<file path="src/hdl/u8u16_pkg.sv">
// shared types and constants for the utf-8 to utf-16 converter
package u8u16_pkg;

    localparam logic [15:0] REPLACEMENT  = 16'hFFFD;
    localparam logic [15:0] SURR_HI_BASE = 16'hD800;
    localparam logic [15:0] SURR_LO_BASE = 16'hDC00;
    localparam logic [20:0] SUPP_BASE    = 21'h10000;
    localparam int          MAX_UNITS    = 3;
    localparam int          HOLD_DEPTH   = 3;

    // one input item
    typedef struct packed {
        logic [7:0] in_byte;
        logic       string_end;
    } u8u16_in_t;

    // one result item
    typedef struct packed {
        logic [15:0] code_unit;
        logic        run_last;
        logic        text_last;
    } u8u16_out_t;

    // all units that one input item causes, first unit at index 0
    typedef struct packed {
        logic [MAX_UNITS-1:0][15:0] units;
        logic [1:0]                 count;
        logic                       text_end;
    } u8u16_bundle_t;

endpackage

</file>
<file path="src/hdl/u8u16_in_reg.sv">
// input register stage of the converter
module u8u16_in_reg (
    input  logic                  aclk,
    input  logic                  aresetn,
    input  logic                  s_valid,
    output logic                  s_ready,
    input  u8u16_pkg::u8u16_in_t  s_data,
    input  logic                  advance,
    output logic                  item_valid,
    output u8u16_pkg::u8u16_in_t  item
);
    import u8u16_pkg::*;

    logic      valid_reg;
    u8u16_in_t item_reg;

    assign s_ready    = !valid_reg || advance;
    assign item_valid = valid_reg;
    assign item       = item_reg;

    always_ff @(posedge aclk) begin
        if (!aresetn) begin
            valid_reg <= 1'b0;
        end else if (s_valid && s_ready) begin
            valid_reg <= 1'b1;
        end else if (advance) begin
            valid_reg <= 1'b0;
        end
    end

    always_ff @(posedge aclk) begin
        if (s_valid && s_ready) begin
            item_reg <= s_data;
        end
    end

endmodule

</file>
<file path="src/hdl/u8u16_decode.sv">
// sequence hold and combinational decode of one byte into its units
module u8u16_decode (
    input  logic                      aclk,
    input  logic                      aresetn,
    input  u8u16_pkg::u8u16_in_t      item,
    input  logic                      advance,
    output u8u16_pkg::u8u16_bundle_t  bundle
);
    import u8u16_pkg::*;

    logic [7:0] held_reg [HOLD_DEPTH];
    logic [1:0] held_count_reg;
    logic [1:0] held_count_next;

    logic [7:0]  b0, b1, b2, b3;
    logic [2:0]  n;
    logic [2:0]  len0;
    logic        complete;
    logic        hold_wr;
    logic [20:0] cp;
    logic [20:0] v;

    // sequence length from the lead byte, 1 for ascii and bad leads
    function automatic logic [2:0] seq_len(input logic [7:0] c);
        logic [2:0] r;
        if (!c[7]) begin
            r = 3'd1;
        end else if (c[7:5] == 3'b110) begin
            r = 3'd2;
        end else if (c[7:4] == 4'b1110) begin
            r = 3'd3;
        end else if (c[7:3] == 5'b11110) begin
            r = 3'd4;
        end else begin
            r = 3'd1;
        end
        return r;
    endfunction

    // a byte decoded on its own
    function automatic logic [15:0] single(input logic [7:0] c);
        return c[7] ? REPLACEMENT : {8'h00, c};
    endfunction

    // assemble the byte window: held bytes, then the new byte
    always_comb begin
        b0 = (held_count_reg > 2'd0) ? held_reg[0] : item.in_byte;
        b1 = (held_count_reg > 2'd1) ? held_reg[1] : item.in_byte;
        b2 = (held_count_reg > 2'd2) ? held_reg[2] : item.in_byte;
        b3 = item.in_byte;
    end

    assign n        = {1'b0, held_count_reg} + 3'd1;
    assign len0     = seq_len(b0);
    assign complete = (n >= len0);

    always_comb begin
        case (len0)
            3'd2:    cp = {10'b0, b0[4:0], b1[5:0]};
            3'd3:    cp = {5'b0, b0[3:0], b1[5:0], b2[5:0]};
            3'd4:    cp = {b0[2:0], b1[5:0], b2[5:0], b3[5:0]};
            default: cp = {5'b0, single(b0)};
        endcase
    end

    assign v = cp - SUPP_BASE;

    always_comb begin
        bundle          = '0;
        bundle.text_end = item.string_end;
        hold_wr         = 1'b0;
        if (complete) begin
            if (cp[20:16] != 5'b0) begin
                bundle.units[0] = {5'b0, v[20:10]} + SURR_HI_BASE;
                bundle.units[1] = {6'b0, v[9:0]} + SURR_LO_BASE;
                bundle.count    = 2'd2;
            end else begin
                bundle.units[0] = cp[15:0];
                bundle.count    = 2'd1;
            end
        end else if (item.string_end) begin
            // cut-off lead gives a replacement, the rest decodes again
            bundle.units[0] = REPLACEMENT;
            case (held_count_reg)
                2'd1: begin
                    bundle.units[1] = single(b1);
                    bundle.count    = 2'd2;
                end
                2'd2: begin
                    if (seq_len(b1) == 3'd2) begin
                        bundle.units[1] = {5'b0, b1[4:0], b2[5:0]};
                        bundle.count    = 2'd2;
                    end else begin
                        bundle.units[1] = single(b1);
                        bundle.units[2] = single(b2);
                        bundle.count    = 2'd3;
                    end
                end
                default: begin
                    bundle.count = 2'd1;
                end
            endcase
        end else begin
            hold_wr = 1'b1;
        end
    end

    assign held_count_next = hold_wr ? n[1:0] : 2'd0;

    always_ff @(posedge aclk) begin
        if (!aresetn) begin
            held_count_reg <= 2'd0;
        end else if (advance) begin
            held_count_reg <= held_count_next;
        end
    end

    always_ff @(posedge aclk) begin
        if (advance && hold_wr) begin
            held_reg[held_count_reg] <= item.in_byte;
        end
    end

endmodule

</file>
<file path="src/hdl/u8u16_out_stage.sv">
// result register and unit serializer
module u8u16_out_stage (
    input  logic                      aclk,
    input  logic                      aresetn,
    input  logic                      load,
    input  u8u16_pkg::u8u16_bundle_t  bundle,
    output logic                      can_load,
    output logic                      m_valid,
    input  logic                      m_ready,
    output u8u16_pkg::u8u16_out_t     m_data
);
    import u8u16_pkg::*;

    u8u16_bundle_t bundle_reg;
    logic          valid_reg;
    logic [1:0]    idx_reg;
    logic [1:0]    idx_next;
    logic          last;

    assign last     = (idx_reg == bundle_reg.count - 2'd1);
    assign can_load = !valid_reg || (m_ready && last);
    assign m_valid  = valid_reg;

    always_comb begin
        m_data.code_unit = bundle_reg.units[idx_reg];
        m_data.run_last  = last;
        m_data.text_last = last && bundle_reg.text_end;
    end

    always_comb begin
        idx_next = idx_reg;
        if (load) begin
            idx_next = 2'd0;
        end else if (valid_reg && m_ready && !last) begin
            idx_next = idx_reg + 2'd1;
        end
    end

    always_ff @(posedge aclk) begin
        if (!aresetn) begin
            valid_reg <= 1'b0;
            idx_reg   <= 2'd0;
        end else begin
            idx_reg <= idx_next;
            if (load) begin
                valid_reg <= 1'b1;
            end else if (valid_reg && m_ready && last) begin
                valid_reg <= 1'b0;
            end
        end
    end

    always_ff @(posedge aclk) begin
        if (load) begin
            bundle_reg <= bundle;
        end
    end

endmodule

</file>
<file path="src/hdl/utf8_to_utf16le_converter_top.sv">
// top level of the utf-8 to utf-16 converter
//
//  channel | direction | handshake          | item
//  s_      | in        | s_valid / s_ready  | u8u16_in_t  (in_byte, string_end)
//  m_      | out       | m_valid / m_ready  | u8u16_out_t (code_unit, run_last, text_last)
//
// one byte is taken per cycle while each byte gives at most one unit and m_ready does not stall
// a byte that gives k units (k up to 3) holds the result register until all k are sent,
// since the serializer sends one unit per cycle while m_ready is high
// first unit of a byte passes the input register, then the result register, before m_ offers it
// aresetn (synchronous, active low) empties both registers and the hold
// a stall on m_ready backs up into s_ready once the input register is full
module utf8_to_utf16le_converter_top (
    input  logic                  aclk,
    input  logic                  aresetn,
    input  logic                  s_valid,
    output logic                  s_ready,
    input  u8u16_pkg::u8u16_in_t  s_data,
    output logic                  m_valid,
    input  logic                  m_ready,
    output u8u16_pkg::u8u16_out_t m_data
);
    import u8u16_pkg::*;

    logic          item_valid;
    u8u16_in_t     item;
    u8u16_bundle_t bundle;
    logic          can_load;
    logic          advance;
    logic          load;

    // an item that leaves no unit only updates the hold, so it never waits
    assign advance = item_valid && ((bundle.count == 2'd0) || can_load);
    // only items with units land in the result register
    assign load    = advance && (bundle.count != 2'd0);

    // input register
    u8u16_in_reg u_in (
        .aclk       (aclk),
        .aresetn    (aresetn),
        .s_valid    (s_valid),
        .s_ready    (s_ready),
        .s_data     (s_data),
        .advance    (advance),
        .item_valid (item_valid),
        .item       (item)
    );

    // partial sequence hold and decode
    u8u16_decode u_dec (
        .aclk    (aclk),
        .aresetn (aresetn),
        .item    (item),
        .advance (advance),
        .bundle  (bundle)
    );

    // result register, one unit per cycle out while m_ready is high
    u8u16_out_stage u_out (
        .aclk     (aclk),
        .aresetn  (aresetn),
        .load     (load),
        .bundle   (bundle),
        .can_load (can_load),
        .m_valid  (m_valid),
        .m_ready  (m_ready),
        .m_data   (m_data)
    );

endmodule

</file>
<file path="config.mk">
export PLATFORM = sky130hd
export DESIGN_NAME = utf8_to_utf16le_converter_top
export DESIGN_NICKNAME = d
export VERILOG_FILES = /design/src/hdl/u8u16_pkg.sv /design/src/hdl/u8u16_in_reg.sv /design/src/hdl/u8u16_decode.sv /design/src/hdl/u8u16_out_stage.sv /design/src/hdl/utf8_to_utf16le_converter_top.sv
export SDC_FILE = /design/constraint.sdc
export NUM_CORES = 1
export LEC_CHECK = 0
export BUFFER_PORTS_ARGS = -buffer_cell sky130_fd_sc_hd__buf_4
export CAP_MARGIN = 20
export CORE_UTILIZATION = 50
export CTS_BUF_LIST = sky130_fd_sc_hd__clkbuf_4 sky130_fd_sc_hd__clkbuf_8
export CTS_CLUSTER_SIZE = 10
export DETAILED_ROUTE_END_ITERATION = 12
export PLACE_DENSITY = 0.73
export REMOVE_ABC_BUFFERS = 1
export SYNTH_ARGS = -nofsm -noshare
export SYNTH_HDL_FRONTEND = slang
export SYNTH_SLANG_ARGS = --single-unit
</file>
<file path="constraint.sdc">
create_clock -name aclk -period 10.8 [get_ports aclk]
set_input_delay 1.62 -clock aclk [delete_from_list [all_inputs] [get_ports aclk]]
set_output_delay 1.62 -clock aclk [all_outputs]
set_load 0.01 [all_outputs]
</file>
==> out/metrics.csv, run 1 <==
stage,metric,value,unit
place,GP Congestion,0.9299,
setup_path,startpoint types,flip-flop,
cells_and_area,fin util,57.58,%
cells_and_area,area growth from synthesis to final layout,11.32,%
synth,Synth Register Bits,79,
place,Post-DP HPWL,8297,um
cells_and_area,max reg flops,40,
power,Net Sw Frac,27.09,%
setup_path,Critical path origin,u_dec.held_count_reg[1]$_SDFFE_PN0N_,
synth,Unique masters post-synth,66,
synth,post-synthesis cell count,398,
cells_and_area,Non-Filler Instances,537,
synth,Post-synth top flop,edfxtp_1,
place,IO buf count,32,
route,drt wl/cell,21.52,um
route,vias per cell,6.326,
cells_and_area,register area,2312,um^2
worst_hold_path,Tightest Hold Check Type,reg2reg,
setup_path,FF-to-FF Start,u_dec.held_count_reg[1]$_SDFFE_PN0N_,
timing,max-slew violation count,0,
die,Die Span Y,97.22,um
cts,"CTS clk-pin slew, worst paths",0.09,ns
timing,"Min Clock Period, post-route",5.969,ns
synth,sequential share of the synthesized area,51.01,%
global_route,largest net degree at the start of global routing,41,
worst_hold_path,hold path startpoint,u_dec.held_count_reg[0]$_SDFFE_PN0N_,
run,total of max-cap violations,0,
place,DP Cell Count,519,
cells_and_area,layout cell share with drive strength beyond 1,22.14,%
die,I/O Pins,33,
synth,Synth async-reset ratio,0,%
timing,headroom to the max-slew limit,34.31,%
timing,final hold vios,0,
die,Initial Utilization,51.73,%
cts,Post-CTS Hold Buffers,0,
power,worst vdd ir,0.08174,mV
global_route,GRT Total Usage,24.86,%
global_route,first-pass GRT wire length,17770,um
synth,"EDFF count, synth",73,
timing,unrepaired setup endpoints after global routing,no,
cts,post-CTS setup buffer count,0,
cts,Skew-Pair Late Insertion Delay,0.37,ns
power,PD cells,140.7,nW/um^2
global_route,layer with the highest usage,met2,
route,DRC Markers,0,
power,cell internal pwr,0.5177,mW
route,vias,3397,
setup_path,CP arrival,4.35,ns
timing,Worst Tran Pin Value,0.9807,ns
cts,CTS H-Tree Depth,3,
global_route,initial antenna violation count,0,
global_route,routing usage on met3,3.741,%
setup_path,Crit Path Max Fanout,17,
route,drt initial violations,260,
power,switching power,0.1924,mW
die,Die ar.,9451,um^2
power,total power,0.7101,mW
global_route,M2 GR Usage,38.35,%
synth,count of warnings emitted by yosys,0,
route,Antenna Nets Post-Route,0,
timing,endpoints failing setup,0,
timing,Setup TNS,0,ns
cells_and_area,diode count,0,
synth,mean area per synthesized cell,11.39,um^2
cells_and_area,filler cell count,727,
cells_and_area,Multi-input gate area,2056,um^2
global_route,number of global-route vias before repair,3129,
route,first-pass detailed-route iteration total,6,
die,FP Rows,34,
cts,Root Buffer Master,clkbuf_8,
setup_path,WS Path Type,reg2out,
timing,Layout Skew,0.01522,ns
cts,PostCTS Resize Cnt,0,
setup_path,CP Capture Type,primary output,
power,Clock power frac,32.8,%
cells_and_area,Final nets,446,
setup_path,"Data required, critical path",9.18,ns
timing,fmax,167.5,MHz
cts,CTS max path bufs,2,
cts,TritonCTS buffer count,9,
outcome,outcome,finished clean,
power,sequential power share,50.9,%
cts,CTS Sinks,79,
route,routed wire length,11560,um
die,die width,97.22,um
synth,Synth Cell Area,4533,um^2
die,core box area,8763,um^2
global_route,grt total ovfl,0,
power,Comb power frac,16.3,%
global_route,met1 Track Usage GR,35.17,%
power,Pleak,1.727,nW
timing,Tcrit/Tclk final,55.26,%
cts,CTS tree,yes,
worst max-delay path, cell delays in order (launching register included):
cell and delay, ns:
dfxtp_1 0.37, inv_1 0.14, ha_1 0.80, mux2i_2 0.19, nor2_1 0.56, o21ai_0 0.25, ha_1 0.32, nand2b_1 0.14
a21o_1 0.21, a211oi_2 0.55, a31oi_2 0.16, nand3_1 0.15, buf_4 0.13
synth_stat cells, drive strengths merged, types with 6 or more instances:
cell type / n / area share (%)
a31oi: 7 / 1.4
mux2: 13 / 3.3
a221o: 6 / 1.3
inv: 11 / 1.1
buf: 13 / 2.1
nand3: 8 / 0.88
o21ai: 36 / 4.2
edfxtp: 73 / 48
nor2: 26 / 2.3
clkbuf: 7 / 0.58
mux2i: 28 / 6.3
o22ai: 18 / 2.6
nand2: 35 / 2.9
dfxtp: 6 / 2.6
ha: 9 / 2.5
o221ai: 10 / 2.8
a21oi: 37 / 4.3
logic make-up after synthesis:
kind of cell	after synthesis	synth area share, %
AOI/OAI and AO/OA	138	21.70
xor gates and xnor gates	3	0.5797
adders and majority gates	9	2.484
buffers and inverters	32	3.809
DFF	79	51.01
muxes	41	9.661
and+or+nand+nor	96	10.76
routing by layer:
metal / wire (um) / vias up
li1: - / 1596
met1: 5222 / 1591
met2: 5200 / 184
met3: 800 / 26
met4: 332 / 0
met5: 0 / -
per-stage QoR:
stage / area (um^2) / hold slack, ns / setup slack, ns
final: 5046 / 0.5764 / 4.831
after global routing: 5046 / 0.5885 / 4.596
after CTS: 5019 / 0.5685 / 4.917
after detailed placement: 4803 / 0.5596 / 5.336
after global placement: 4803 / 0.5207 / 5.423
after floorplan: 4413 / 0.5031 / 5.819
cells in the final DEF (no fill, tap or decap), types with 2 or more instances in the layout:
cell type / n
nand3_1: 8
a221oi_1: 3
buf_4: 34
nor2b_1: 4
a221o_1: 6
o21ai_0: 29
nor2_1: 24
xnor2_1: 2
mux2i_1: 26
a221oi_2: 2
a21oi_1: 35
a31oi_1: 5
and2_1: 2
nand2_1: 35
nor2_4: 2
o221ai_2: 6
dfxtp_1: 6
o211ai_2: 2
a21oi_2: 2
o22ai_1: 17
mux2_2: 12
o32ai_1: 2
clkbuf_8: 11
inv_1: 10
mux2i_2: 2
nand2b_1: 4
a21o_1: 5
clkinv_4: 2
and3_1: 3
nand4_1: 2
o21ai_1: 6
edfxtp_1: 73
ha_1: 9
o221ai_1: 4
power by group through the flow:
stage / Clock [mW] / Combinational, mW / Sequential (mW)
2_1_floorplan: 0 / 0.0727 / 0.366
3_3_place_gp: 0 / 0.112 / 0.368
3_5_place_dp: 0 / 0.112 / 0.369
4_1_cts: 0.236 / 0.112 / 0.362
5_1_grt: 0.247 / 0.124 / 0.363
6_report: 0.233 / 0.116 / 0.361
layout make-up:
cell class / instances / area share (%)
clock buffers: 11 / 3.000
clock inverters: 5 / 1.265
inverters: 12 / 1.041
multi-input cells: 287 / 40.74
flip-flops and latches: 79 / 45.82
well taps: 108 / 2.678
repair buffers: 35 / 5.455
path summary, 6_finish.rpt:
path / endpoint / slack (ns) / cells after the start
max: s_ready / 4.83 / 12
min: u_dec.held_count_reg[0]$_SDFFE_PN0N_ / 0.58 / 1
max reg2reg: u_in.item[5]$_DFFE_PP_ / 5.92 / 11
min reg2reg: u_dec.held_count_reg[0]$_SDFFE_PN0N_ / 0.58 / 1
(Power assumes the default switching activity.)
==> inputs of run 2 (changes only) <==
clock period = 5.6 ns   (was 10.8 ns; I/O delays follow)
==> out/metrics.csv, run 2 (synthesized netlist as in run 1, its figures left out) <==
stage,metric,value,unit,change
cells_and_area,Final nets,447,,+0.22%
outcome,outcome,finished clean,,
route,Antenna Nets Post-Route,0,,unchanged
die,Initial Utilization,51.73,%,unchanged
setup_path,FF-to-FF Start,u_dec.held_count_reg[1]$_SDFFE_PN0N_,,
timing,unrepaired setup endpoints after global routing,no,,
cells_and_area,max reg flops,40,,unchanged
die,Die Span Y,97.22,um,unchanged
worst_hold_path,hold path startpoint,u_dec.held_count_reg[0]$_SDFFE_PN0N_,,
place,GP Congestion,0.9452,,+1.6%
setup_path,Critical path origin,u_dec.held_count_reg[1]$_SDFFE_PN0N_,,
cts,CTS H-Tree Depth,3,,unchanged
place,IO buf count,32,,unchanged
cells_and_area,area growth from synthesis to final layout,11.45,%,
cts,PostCTS Resize Cnt,0,,unchanged
setup_path,slowest cell on the critical path,nor2_1,,
cts,Root Buffer Master,clkbuf_8,,
global_route,number of global-route vias before repair,3261,,+4.2%
setup_path,crit-path leading delay family,compound AO/OA/AOI/OAI gates,,
power,Pleak,1.738,nW,+0.61%
die,Die ar.,9451,um^2,unchanged
global_route,grt total ovfl,0,,unchanged
cts,Post-CTS Hold Buffers,0,,unchanged
cts,"CTS clk-pin slew, worst paths",0.08,ns,about the same
setup_path,"Data required, critical path",4.76,ns,-4.42 ns
cells_and_area,layout cell share with drive strength beyond 1,22.33,%,+0.18 points
setup_path,CP Capture Type,primary output,,
power,PD cells,278.6,nW/um^2,+98%
route,drt initial violations,277,,+6.5%
global_route,GRT Total Usage,25.17,%,+0.32 points
worst_hold_path,Tightest Hold Check Type,reg2reg,,
cts,Skew-Pair Late Insertion Delay,0.36,ns,about the same
run,total of max-cap violations,0,,unchanged
cells_and_area,diode count,0,,unchanged
route,first-pass detailed-route iteration total,5,,-1
setup_path,CP max stage delay,0.56,ns,-0.24 ns
timing,max-slew violation count,0,,unchanged
timing,final hold vios,0,,unchanged
timing,headroom to the max-slew limit,37.23,%,+2.9 points
setup_path,crit-path cells,inv_1 > ha_1 > buf_4 > mux2i_2 > nor2_1 > o21ai_0 > ha_1 > nand2b_1 > a21o_1 > a211oi_2 > a31oi_2 > nand3_1 > buf_4,,
setup_path,WS Path Type,reg2out,,
setup_path,startpoint types,flip-flop,,
cts,CTS Sinks,79,,unchanged
setup_path,crit path buf inv count,3,,+1
timing,Setup TNS,0,ns,unchanged
power,Comb power frac,15.7,%,-0.6 points
setup_path,CP arrival,4.00,ns,-0.35 ns
die,I/O Pins,33,,unchanged
route,vias per cell,6.249,,-1.2%
power,cell internal pwr,1.022,mW,+97%
timing,Layout Skew,0.01487,ns,-0.0003556 ns
timing,"Min Clock Period, post-route",4.837,ns,
die,die width,97.22,um,unchanged
route,drt wl/cell,21.51,um,about the same
cells_and_area,"commonest non-fill, non-tap cell in the layout",edfxtp_1,,
cts,CTS max path bufs,2,,unchanged
die,core box area,8763,um^2,unchanged
setup_path,Crit Path Max Fanout,17,,unchanged
power,Clock power frac,34.7,%,+1.9 points
route,DRC Markers,0,,unchanged
cts,CTS tree,yes,,
place,Post-DP HPWL,8446,um,+1.8%
global_route,largest net degree at the start of global routing,41,,unchanged
power,total power,1.408,mW,+98%
power,worst vdd ir,0.1701,mV,+110%
timing,endpoints failing setup,0,,unchanged
cts,post-CTS setup buffer count,0,,unchanged
power,Net Sw Frac,27.39,%,+0.30 points
die,FP Rows,34,,unchanged
timing,Tcrit/Tclk final,86.37,%,
timing,fmax,206.8,MHz,
power,switching power,0.3855,mW,+100%
global_route,first-pass GRT wire length,18120,um,+2.0%
cts,TritonCTS buffer count,9,,unchanged
cells_and_area,most frequent cells in the layout,"edfxtp_1, buf_4, nand2_1, a21oi_1, o21ai_0",,
route,vias,3362,,-1.0%
global_route,initial antenna violation count,0,,unchanged
route,routed wire length,11570,um,+0.12%
timing,Worst Tran Pin Value,0.9396,ns,-0.04113 ns
power,sequential power share,49.7,%,-1.2 points
[run 2: cell types whose count changed in the layout (fill, tap and decap cells not counted), sizes merged]
cell,previous run,this run
inv,12,15
clkinv,3,2
clkinvlp,1,0
buf,35,36
bufinv,1,2
clkbuf,11,9
[run 2: cell type report]
type                       count  area [um^2]
fill                         734         3711
clock inverter                 7        102.6
inverter                      12        52.55
multi-input combinational    287         2056
timing repair buffer          36        270.3
sequential                    79         2312
clock buffer                   9        123.9
tap                          108        135.1
[run 2: power groups by stage]
stage / Sequential [mW] / Combinational (mW) / Clock, mW
2_1_floorplan: 0.705 / 0.140 / 0
3_3_place_gp: 0.712 / 0.216 / 0
3_5_place_dp: 0.713 / 0.215 / 0
4_1_cts: 0.700 / 0.216 / 0.494
5_1_grt: 0.703 / 0.234 / 0.519
6_report: 0.699 / 0.220 / 0.488
[run 2: final timing paths]
check,cells past startpoint,end,slack (ns)
worst max-delay path,13,s_ready,0.76
worst min-delay path,1,u_dec.held_count_reg[0]$_SDFFE_PN0N_,0.55
worst max register to register,12,u_in.item[2]$_DFFE_PP_,1.14
worst min register to register,1,u_dec.held_count_reg[0]$_SDFFE_PN0N_,0.55
[run 2: metal layers]
| metal | share of wire (%) | GRT usage, % | wire, um | vias to the layer above |
|---|---|---|---|---|
| met4 | 2.4 | 10.75 | 272 | 0 |
| met5 | 0 | 0 | 0 | - |
| li1 | - | - | - | 1600 |
| met3 | 5.5 | 4.604 | 632 | 25 |
| met2 | 46 | 38.46 | 5291 | 136 |
| met1 | 46 | 35.33 | 5374 | 1601 |
[run 2: through the flow]
step                      instances  hold slack, ns  instance area [um^2]  setup WS, ns  util, %
after floorplan                 378          0.5031                  4413        0.6193        -
after global placement          522          0.5181                  4826         1.273    55.07
after detailed placement        522          0.5278                  4826         1.183    55.07
after CTS                       538          0.5422                  5052        0.7961    57.65
after global routing            538          0.5783                  5052        0.4221    57.65
final                           538          0.5464                  5052        0.7635    57.65
